## config.mk

```make
export PLATFORM = sky130hd
export DESIGN_NAME = rk4_decay_integrator
export DESIGN_NICKNAME = d
export VERILOG_FILES = /design/src/hw/rtl/rk4d_pkg.sv /design/src/hw/rtl/rk4d_mul.sv /design/src/hw/rtl/rk4d_div6.sv /design/src/hw/rtl/rk4_decay_integrator.sv
export SDC_FILE = /design/constraint.sdc
export NUM_CORES = 2
export LEC_CHECK = 0
export CELL_PAD_IN_SITES_DETAIL_PLACEMENT = 0
export CELL_PAD_IN_SITES_GLOBAL_PLACEMENT = 1
export CORE_UTILIZATION = 47
export DETAILED_ROUTE_END_ITERATION = 16
export DONT_BUFFER_PORTS = 1
export GPL_TIMING_DRIVEN = 0
export PLACE_DENSITY_LB_ADDON = 0.1
export SETUP_SLACK_MARGIN = 0.3
export SYNTH_ARGS = -nofsm -noshare
export SYNTH_HDL_FRONTEND = slang
export SYNTH_HIERARCHICAL = 1
export SYNTH_SLANG_ARGS = --single-unit
```

## constraint.sdc

```tcl
create_clock -name clock -period 24.2 [get_ports clock]
set_clock_uncertainty 0.15 [all_clocks]
set_input_delay 3.63 -clock clock [delete_from_list [all_inputs] [get_ports clock]]
set_output_delay 3.63 -clock clock [all_outputs]
set_load 0.02 [all_outputs]
```

## src/hw/rtl/rk4d_pkg.sv

```systemverilog
`default_nettype none

package rk4d_pkg;

   // Run length limit and the width of the point counter that follows from it.
   localparam int MAX_POINTS = 8192;
   localparam int CNT_W      = $clog2(MAX_POINTS);
   localparam int INDEX_W    = 13;

   // Serial multiplier: magnitude operand, unsigned operand, full product.
   localparam int MUL_A_W = 36;
   localparam int MUL_B_W = 32;
   localparam int MUL_P_W = MUL_A_W + MUL_B_W;

   // Serial divide-by-six unit takes the product with the low sixteen bits dropped.
   localparam int DIV_W = MUL_P_W - 16;

   // Configuration register indexes.
   localparam logic [1:0] CSR_DECAY_RATE = 2'd0;
   localparam logic [1:0] CSR_STEP_SIZE  = 2'd1;
   localparam logic [1:0] CSR_FINAL_TIME = 2'd2;

   // Item modes.
   localparam logic MODE_LOAD = 1'b0;
   localparam logic MODE_STEP = 1'b1;

   // Register values after reset.
   localparam logic [19:0]        DECAY_RATE_RST = 20'd19661;
   localparam logic [30:0]        STEP_SIZE_RST  = 31'd32768;
   localparam logic signed [31:0] FINAL_TIME_RST = 32'sd327680;

   // Handshake between the sequencer and a serial unit.
   typedef struct packed {
      logic busy;
      logic done;
   } unit_status_type;

endpackage

`default_nettype wire

```

## src/hw/rtl/rk4d_mul.sv

```systemverilog
`default_nettype none

module rk4d_mul (
   input  wire                              clock,
   input  wire                              reset,
   input  wire                              start,
   input  wire  [rk4d_pkg::MUL_A_W-1:0]     a,
   input  wire  [rk4d_pkg::MUL_B_W-1:0]     b,
   output rk4d_pkg::unit_status_type        status,
   output logic [rk4d_pkg::MUL_P_W-1:0]     product
);
   import rk4d_pkg::*;

   localparam int CW = $clog2(MUL_B_W);

   logic [MUL_A_W-1:0] a_ff;
   logic [MUL_A_W-1:0] hi_ff;
   logic [MUL_A_W-1:0] hi_in;
   logic [MUL_B_W-1:0] lo_ff;
   logic [MUL_B_W-1:0] lo_in;
   logic [MUL_A_W:0]   sum;
   logic [CW-1:0]      cnt_ff;
   logic               busy_ff;
   logic               done_ff;

   // One multiplier bit per cycle: add the multiplicand, then shift the pair right.
   always_comb begin
      sum   = {1'b0, hi_ff} + (lo_ff[0] ? {1'b0, a_ff} : '0);
      hi_in = sum[MUL_A_W:1];
      lo_in = {sum[0], lo_ff[MUL_B_W-1:1]};
   end

   // Sequencing of the bit count.
   always_ff @(posedge clock) begin
      if (reset) begin
         busy_ff <= 1'b0;
         done_ff <= 1'b0;
         cnt_ff  <= '0;
      end else begin
         done_ff <= 1'b0;
         if (start) begin
            busy_ff <= 1'b1;
            cnt_ff  <= '0;
         end else if (busy_ff) begin
            cnt_ff <= cnt_ff + 1'b1;
            if (cnt_ff == CW'(MUL_B_W - 1)) begin
               busy_ff <= 1'b0;
               done_ff <= 1'b1;
            end
         end
      end
   end

   // Operand and partial product shift registers.
   always_ff @(posedge clock) begin
      if (start) begin
         a_ff  <= a;
         hi_ff <= '0;
         lo_ff <= b;
      end else if (busy_ff) begin
         hi_ff <= hi_in;
         lo_ff <= lo_in;
      end
   end

   assign product     = {hi_ff, lo_ff};
   assign status.busy = busy_ff;
   assign status.done = done_ff;

endmodule

`default_nettype wire

```

## src/hw/rtl/rk4d_div6.sv

```systemverilog
`default_nettype none

module rk4d_div6 (
   input  wire                           clock,
   input  wire                           reset,
   input  wire                           start,
   input  wire  [rk4d_pkg::DIV_W-1:0]    dividend,
   output rk4d_pkg::unit_status_type     status,
   output logic [rk4d_pkg::DIV_W-1:0]    quotient
);
   import rk4d_pkg::*;

   localparam int CW = $clog2(DIV_W);

   logic [DIV_W-1:0] x_ff;
   logic [2:0]       rem_ff;
   logic [3:0]       trial;
   logic             qbit;
   logic [2:0]       rem_in;
   logic [CW-1:0]    cnt_ff;
   logic             busy_ff;
   logic             done_ff;

   // Restoring division by six, one dividend bit per cycle from the top.
   always_comb begin
      trial = {rem_ff, x_ff[DIV_W-1]};
      qbit  = (trial >= 4'd6);
      rem_in = qbit ? 3'(trial - 4'd6) : trial[2:0];
   end

   // Sequencing of the bit count.
   always_ff @(posedge clock) begin
      if (reset) begin
         busy_ff <= 1'b0;
         done_ff <= 1'b0;
         cnt_ff  <= '0;
      end else begin
         done_ff <= 1'b0;
         if (start) begin
            busy_ff <= 1'b1;
            cnt_ff  <= '0;
         end else if (busy_ff) begin
            cnt_ff <= cnt_ff + 1'b1;
            if (cnt_ff == CW'(DIV_W - 1)) begin
               busy_ff <= 1'b0;
               done_ff <= 1'b1;
            end
         end
      end
   end

   // Dividend shifts out at the top while quotient bits fill from the bottom.
   always_ff @(posedge clock) begin
      if (start) begin
         x_ff   <= dividend;
         rem_ff <= '0;
      end else if (busy_ff) begin
         x_ff   <= {x_ff[DIV_W-2:0], qbit};
         rem_ff <= rem_in;
      end
   end

   assign quotient    = x_ff;
   assign status.busy = busy_ff;
   assign status.done = done_ff;

endmodule

`default_nettype wire

```

## src/hw/rtl/rk4_decay_integrator.sv

```systemverilog
// Channel | Direction | Ports                                   | Transfer when
// req     | in        | req_mode, req_start_time, req_start_value | req_valid & !req_stall
// rsp     | out       | rsp_point_time/value/index, rsp_last      | rsp_valid & !rsp_stall
// csr     | in        | csr_index, csr_data                     | csr_write
//
// A load goes from the idle state straight to the emit state. A step makes eight passes
// of the shared bit-serial multiplier (four slopes, three stage values and the weighted
// sum) and one pass of the serial divide-by-six unit.
// Reset is synchronous; it clears the run (finished, at time and value zero) and
// restores the register defaults. The input is stalled while an item is being worked;
// a finished result waits in the output register for as long as rsp_stall holds.
`default_nettype none

module rk4_decay_integrator (
   input  wire                           clock,
   input  wire                           reset,
   input  wire                           req_valid,
   output logic                          req_stall,
   input  wire                           req_mode,
   input  wire  signed [31:0]            req_start_time,
   input  wire  signed [31:0]            req_start_value,
   output logic                          rsp_valid,
   input  wire                           rsp_stall,
   output logic signed [31:0]            rsp_point_time,
   output logic signed [31:0]            rsp_point_value,
   output logic [rk4d_pkg::INDEX_W-1:0]  rsp_point_index,
   output logic                          rsp_last,
   input  wire                           csr_write,
   input  wire  [1:0]                    csr_index,
   input  wire  [31:0]                   csr_data
);
   import rk4d_pkg::*;

   typedef enum logic [3:0] {
      S_IDLE,
      S_SLOPE_GO,
      S_SLOPE_WAIT,
      S_STAGE_GO,
      S_STAGE_WAIT,
      S_COMB_GO,
      S_COMB_WAIT,
      S_DIV_GO,
      S_DIV_WAIT,
      S_MARK,
      S_EMIT
   } state_type;

   // Saturate a wide signed value to 32 bits.
   function automatic logic signed [31:0] sat32(input logic signed [53:0] v);
      logic signed [31:0] r;
      if (v > 54'sd2147483647)       r = 32'sh7FFFFFFF;
      else if (v < -54'sd2147483648) r = 32'sh80000000;
      else                           r = v[31:0];
      return r;
   endfunction

   state_type                 state_ff;
   logic [19:0]               decay_rate_ff;
   logic [30:0]               step_size_ff;
   logic signed [31:0]        final_time_ff;
   logic signed [31:0]        cur_time_ff;
   logic signed [31:0]        cur_value_ff;
   logic [CNT_W-1:0]          count_ff;
   logic                      run_done_ff;
   logic [30:0]               paso_ff;
   logic signed [31:0]        cs_ff;
   logic signed [31:0]        k_ff;
   logic signed [35:0]        sum_ff;
   logic [1:0]                stage_ff;
   logic                      rsp_valid_ff;
   logic signed [31:0]        rsp_time_ff;
   logic signed [31:0]        rsp_value_ff;
   logic [INDEX_W-1:0]        rsp_index_ff;
   logic                      rsp_last_ff;

   logic                      can_cont;
   logic signed [32:0]        diff;
   logic [30:0]               paso_sel;
   logic [31:0]               cs_mag;
   logic [31:0]               k_mag;
   logic [35:0]               sum_mag;
   logic                      mul_start;
   logic [MUL_A_W-1:0]        mul_a;
   logic [MUL_B_W-1:0]        mul_b;
   unit_status_type           mul_status;
   logic [MUL_P_W-1:0]        mul_product;
   logic                      div_start;
   unit_status_type           div_status;
   logic [DIV_W-1:0]          div_q;
   logic [51:0]               slope_round;
   logic [35:0]               kmag;
   logic signed [31:0]        k_new;
   logic signed [35:0]        k_ext;
   logic signed [35:0]        sum_in;
   logic [63:0]               stage_round;
   logic [47:0]               stage_r;
   logic signed [53:0]        stage_cand;
   logic [MUL_P_W-1:0]        comb_round;
   logic signed [53:0]        value_cand;

   // Run state checks and the clamped step length.
   always_comb begin
      can_cont = (cur_time_ff < final_time_ff) && (count_ff < CNT_W'(MAX_POINTS - 1));
      diff     = {final_time_ff[31], final_time_ff} - {cur_time_ff[31], cur_time_ff};
      paso_sel = ($signed({2'b00, step_size_ff}) < diff) ? step_size_ff : diff[30:0];
   end

   // Operand magnitudes for the unsigned multiplier.
   always_comb begin
      cs_mag  = cs_ff[31] ? (~cs_ff + 32'd1) : cs_ff;
      k_mag   = k_ff[31] ? (~k_ff + 32'd1) : k_ff;
      sum_mag = sum_ff[35] ? (~sum_ff + 36'd1) : sum_ff;
   end

   // Multiplier operand selection by phase.
   always_comb begin
      mul_start = (state_ff == S_SLOPE_GO) || (state_ff == S_STAGE_GO) ||
                  (state_ff == S_COMB_GO);
      div_start = (state_ff == S_DIV_GO);
      unique case (state_ff)
         S_SLOPE_GO: begin
            mul_a = {4'b0, cs_mag};
            mul_b = {12'b0, decay_rate_ff};
         end
         S_STAGE_GO: begin
            mul_a = {4'b0, k_mag};
            mul_b = {1'b0, paso_ff};
         end
         default: begin
            mul_a = sum_mag;
            mul_b = {1'b0, paso_ff};
         end
      endcase
   end

   // Slope: negated, rounded product of stage value and rate, saturated.
   always_comb begin
      slope_round = mul_product[51:0] + 52'h8000;
      kmag        = slope_round[51:16];
      if (cs_ff[31]) begin
         k_new = (kmag > 36'h07FFFFFFF) ? 32'sh7FFFFFFF : kmag[31:0];
      end else begin
         k_new = (kmag > 36'h080000000) ? 32'sh80000000 : (~kmag[31:0] + 32'd1);
      end
      k_ext  = 36'(k_new);
      sum_in = ((stage_ff == 2'd1) || (stage_ff == 2'd2)) ? sum_ff + (k_ext <<< 1)
                                                         : sum_ff + k_ext;
   end

   // Next stage value: half step for the middle slopes, full step for the last.
   always_comb begin
      if (stage_ff < 2'd2) begin
         stage_round = mul_product[63:0] + 64'h10000;
         stage_r     = {1'b0, stage_round[63:17]};
      end else begin
         stage_round = mul_product[63:0] + 64'h8000;
         stage_r     = stage_round[63:16];
      end
      stage_cand = k_ff[31] ? 54'(cur_value_ff) - $signed({6'b0, stage_r})
                            : 54'(cur_value_ff) + $signed({6'b0, stage_r});
   end

   // Weighted sum times step, rounded, divided by six in the serial unit.
   always_comb begin
      comb_round = mul_product + MUL_P_W'(196608);
      value_cand = sum_ff[35] ? 54'(cur_value_ff) - $signed({2'b0, div_q})
                              : 54'(cur_value_ff) + $signed({2'b0, div_q});
   end

   rk4d_mul u_mul (
      .clock   (clock),
      .reset   (reset),
      .start   (mul_start),
      .a       (mul_a),
      .b       (mul_b),
      .status  (mul_status),
      .product (mul_product)
   );

   rk4d_div6 u_div (
      .clock    (clock),
      .reset    (reset),
      .start    (div_start),
      .dividend (comb_round[MUL_P_W-1:16]),
      .status   (div_status),
      .quotient (div_q)
   );

   // Sequencer, run state, registers and output register.
   always_ff @(posedge clock) begin
      if (reset) begin
         state_ff      <= S_IDLE;
         decay_rate_ff <= DECAY_RATE_RST;
         step_size_ff  <= STEP_SIZE_RST;
         final_time_ff <= FINAL_TIME_RST;
         cur_time_ff   <= '0;
         cur_value_ff  <= '0;
         count_ff      <= '0;
         run_done_ff   <= 1'b1;
         rsp_valid_ff  <= 1'b0;
      end else begin
         if (csr_write) begin
            unique case (csr_index)
               CSR_DECAY_RATE: decay_rate_ff <= csr_data[19:0];
               CSR_STEP_SIZE:  step_size_ff  <= csr_data[30:0];
               CSR_FINAL_TIME: final_time_ff <= csr_data;
               default: ;
            endcase
         end

         // The output register empties on a transfer unless a new point replaces it.
         if (rsp_valid_ff && !rsp_stall && (state_ff != S_EMIT)) begin
            rsp_valid_ff <= 1'b0;
         end

         unique case (state_ff)
            S_IDLE: begin
               if (req_valid) begin
                  if (req_mode == MODE_LOAD) begin
                     cur_time_ff  <= req_start_time;
                     cur_value_ff <= req_start_value;
                     count_ff     <= '0;
                     run_done_ff  <= !(req_start_time < final_time_ff);
                     state_ff     <= S_EMIT;
                  end else if (run_done_ff || !can_cont) begin
                     run_done_ff <= 1'b1;
                  end else begin
                     paso_ff  <= paso_sel;
                     cs_ff    <= cur_value_ff;
                     sum_ff   <= '0;
                     stage_ff <= 2'd0;
                     state_ff <= S_SLOPE_GO;
                  end
               end
            end
            S_SLOPE_GO: state_ff <= S_SLOPE_WAIT;
            S_SLOPE_WAIT: begin
               if (mul_status.done) begin
                  k_ff   <= k_new;
                  sum_ff <= sum_in;
                  state_ff <= (stage_ff == 2'd3) ? S_COMB_GO : S_STAGE_GO;
               end
            end
            S_STAGE_GO: state_ff <= S_STAGE_WAIT;
            S_STAGE_WAIT: begin
               if (mul_status.done) begin
                  cs_ff    <= sat32(stage_cand);
                  stage_ff <= stage_ff + 2'd1;
                  state_ff <= S_SLOPE_GO;
               end
            end
            S_COMB_GO: state_ff <= S_COMB_WAIT;
            S_COMB_WAIT: begin
               if (mul_status.done) begin
                  state_ff <= S_DIV_GO;
               end
            end
            S_DIV_GO: state_ff <= S_DIV_WAIT;
            S_DIV_WAIT: begin
               if (div_status.done) begin
                  cur_value_ff <= sat32(value_cand);
                  cur_time_ff  <= cur_time_ff + $signed({1'b0, paso_ff});
                  count_ff     <= count_ff + 1'b1;
                  state_ff     <= S_MARK;
               end
            end
            S_MARK: begin
               run_done_ff <= (paso_ff == '0) || !can_cont;
               state_ff    <= S_EMIT;
            end
            S_EMIT: begin
               if (!rsp_valid_ff || !rsp_stall) begin
                  rsp_valid_ff <= 1'b1;
                  rsp_time_ff  <= cur_time_ff;
                  rsp_value_ff <= cur_value_ff;
                  rsp_index_ff <= INDEX_W'(count_ff);
                  rsp_last_ff  <= run_done_ff;
                  state_ff     <= S_IDLE;
               end
            end
            default: state_ff <= S_IDLE;
         endcase
      end
   end

   assign req_stall       = (state_ff != S_IDLE);
   assign rsp_valid       = rsp_valid_ff;
   assign rsp_point_time  = rsp_time_ff;
   assign rsp_point_value = rsp_value_ff;
   assign rsp_point_index = rsp_index_ff;
   assign rsp_last        = rsp_last_ff;

   // The shared multiplier is never restarted while a product is in progress.
   assert property (@(posedge clock) disable iff (reset)
      mul_start |-> !mul_status.busy)
      else $error("multiplier restarted while busy");

   // A finished product only arrives while the sequencer is waiting for one.
   assert property (@(posedge clock) disable iff (reset)
      mul_status.done |-> (state_ff == S_SLOPE_WAIT || state_ff == S_STAGE_WAIT ||
                           state_ff == S_COMB_WAIT))
      else $error("product arrived outside a wait phase");

   // A step never carries time past the end time.
   assert property (@(posedge clock) disable iff (reset)
      (state_ff == S_MARK) |-> (cur_time_ff <= final_time_ff))
      else $error("step overshot the end time");

   // The point count stays below the run limit.
   assert property (@(posedge clock) disable iff (reset)
      count_ff <= CNT_W'(MAX_POINTS - 1))
      else $error("point count beyond the run limit");

endmodule

`default_nettype wire
```

==> run metrics <==
status=finished clean; final wirelength=178,000 µm; 1st-pass router iterations=7; yosys synthesis warning count=6; RD Place Congestion=0.962; met3 GRT Util=4.96%; HPWL Detailed=145,000 µm; num ports=~180; Final Cell Area=51,600 µm²; Final #Nets=6,223; row count=115; Die Span X=319 µm; Max-Cap Viols=0; Synth Cell Area=47,300 µm²; Min Hold Slack=0.317 ns; wire length of the first global-routing pass=261,000 µm; pre-CTS WS=14.13 ns; routed len/inst=25.0 µm; total vias in the final route=43,700; Clock transition at path regs=0.06 ns; R2R setup slack=13.78 ns; Syn Inst Count=5,676; Setup Crit Path Kind=flip-flop to flip-flop; endpoint class of the critical path=flip-flop; Slew Viols, Final=0; most frequent cells in the layout=604 x nand2_1, 520 x a21oi_1, 453 x nor2_1; largest net degree at the start of global routing=53; Fin. Hold Viols=0; clk buf depth=3; slew margin rel.=approximately 3.1%; worst skew pair latency=around 0.66 ns; DP Area=between 40,000 and 50,000 µm²; most common cell after layout, fill and taps aside=nand2_1; antenna violations before repair=6; die outline height=319 µm; CTS Sinks=551; vias in the first global route=40,800; Mapped Avg Cell Area=about 8.3 µm²; Worst path top cell family by delay=simple AND/OR/NAND/NOR gates; final setup violation count=0; total CTS buffers=69; Initial Util=47.7%; FMAX=~96 MHz; setup bufs post-CTS=0; Syn-to-layout area delta=9.09%; Critical Path AT=about 11 ns; WP buf/inv=1; PD cells=101 nW/µm²; global route hottest layer=met2; share of cells above drive strength 1=roughly 6.8%; Via density=6.15; GR Overflow Total=0; hold_buf cts=0; required time at the worst-slack endpoint=between 20 and 25 ns; IO buf count=0; RSZ-0062 raised after global routing=false; CP max stage delay=0.69 ns; Slowest-stage cell, CP=a211oi_1; worst min-delay path category=flip-flop to flip-flop; setup tns final=0 ns; Worst Path Max Fanout=10; M1 GR Usage=45.7%; Max VDD drop=0.0000586 V; Routed Antenna Nets=0; CTS root buffer=clkbuf_16; Worst-Margin Slew=1.44 ns; die area=102,000 µm²; CTS tree=done; CP dominant cell by count=and3_1; fin crit share=43.1%; leak pwr=19.4 nW; H-tree depth=3; All-Layer GR Usage=between 30% and 40%; # DRC=0; CTS resizes=0; DRT iter0 DRCs=3,803; syn_nets=6,131; core area=99,000 µm²; Final WS setup=13.78 ns; GR Layer Usage met2=55.0%; minimum clock period=10.42 ns; CP Launch Type=flip-flop
power by group:
part	switching, W	internal, W
clock	0.000442	0.000614
sequential	0.000132	0.00116
combinational	0.00183	0.00101
total	0.00240	0.00279
area by class of cell:
cell class	count	area [µm²]
clock inverters	33	380
fillers	9686	47400
plain buffers	282	1190
diodes	5	12.5
flip-flops and latches	551	14300
well taps	1287	1610
clock buffers	94	1940
repair buffers	21	277
multi-input cells	4616	30900
inverters	227	852
stage by stage:
step                utilization, %  instances  power (W)
finish                        52.1       7116    0.00519
global route                  52.1       7114    0.00551
CTS                           52.1       7111    0.00517
detailed placement            49.7       6984    0.00409
global placement              49.4       6963    0.00407
floorplan                        -       5676    0.00325
worst paths after layout:
path                                                    start                       endpoint  cells past startpoint
worst max-delay path                u_mul/lo_ff[16]$_DFFE_PP_            cs_ff[19]$_DFFE_PP_                     29
worst min-delay path            decay_rate_ff[8]$_SDFFE_PP0P_  decay_rate_ff[8]$_SDFFE_PP0P_                      2
worst max register to register      u_mul/lo_ff[16]$_DFFE_PP_            cs_ff[19]$_DFFE_PP_                     29
worst min register to register  decay_rate_ff[8]$_SDFFE_PP0P_  decay_rate_ff[8]$_SDFFE_PP0P_                      2
tightest hold or removal path: stages, from the launching register on:
cell and delay [ns]:
dfxtp_1 0.32, nand2_1 0.05, a21oi_1 0.05
state kept, by name, summed over array words and instances (netlist names), 36 cells and up:
| signal | flops |
|---|---|
| sum_ff | 36 |
| u_div/quotient | 52 |
| u_mul/hi_ff | 36 |
| u_mul/a_ff | 36 |
metal layers:
layer | vias to the layer above | share of wire, % | wire (µm)
met5 | - | 0.012 | 22
met1 | 21000 | 44 | 78200
met3 | 255 | 6.4 | 11400
met4 | 4 | 3.8 | 6720
met2 | 1387 | 46 | 81300
li1 | 21100 | - | -
(Power assumes the default switching activity.)
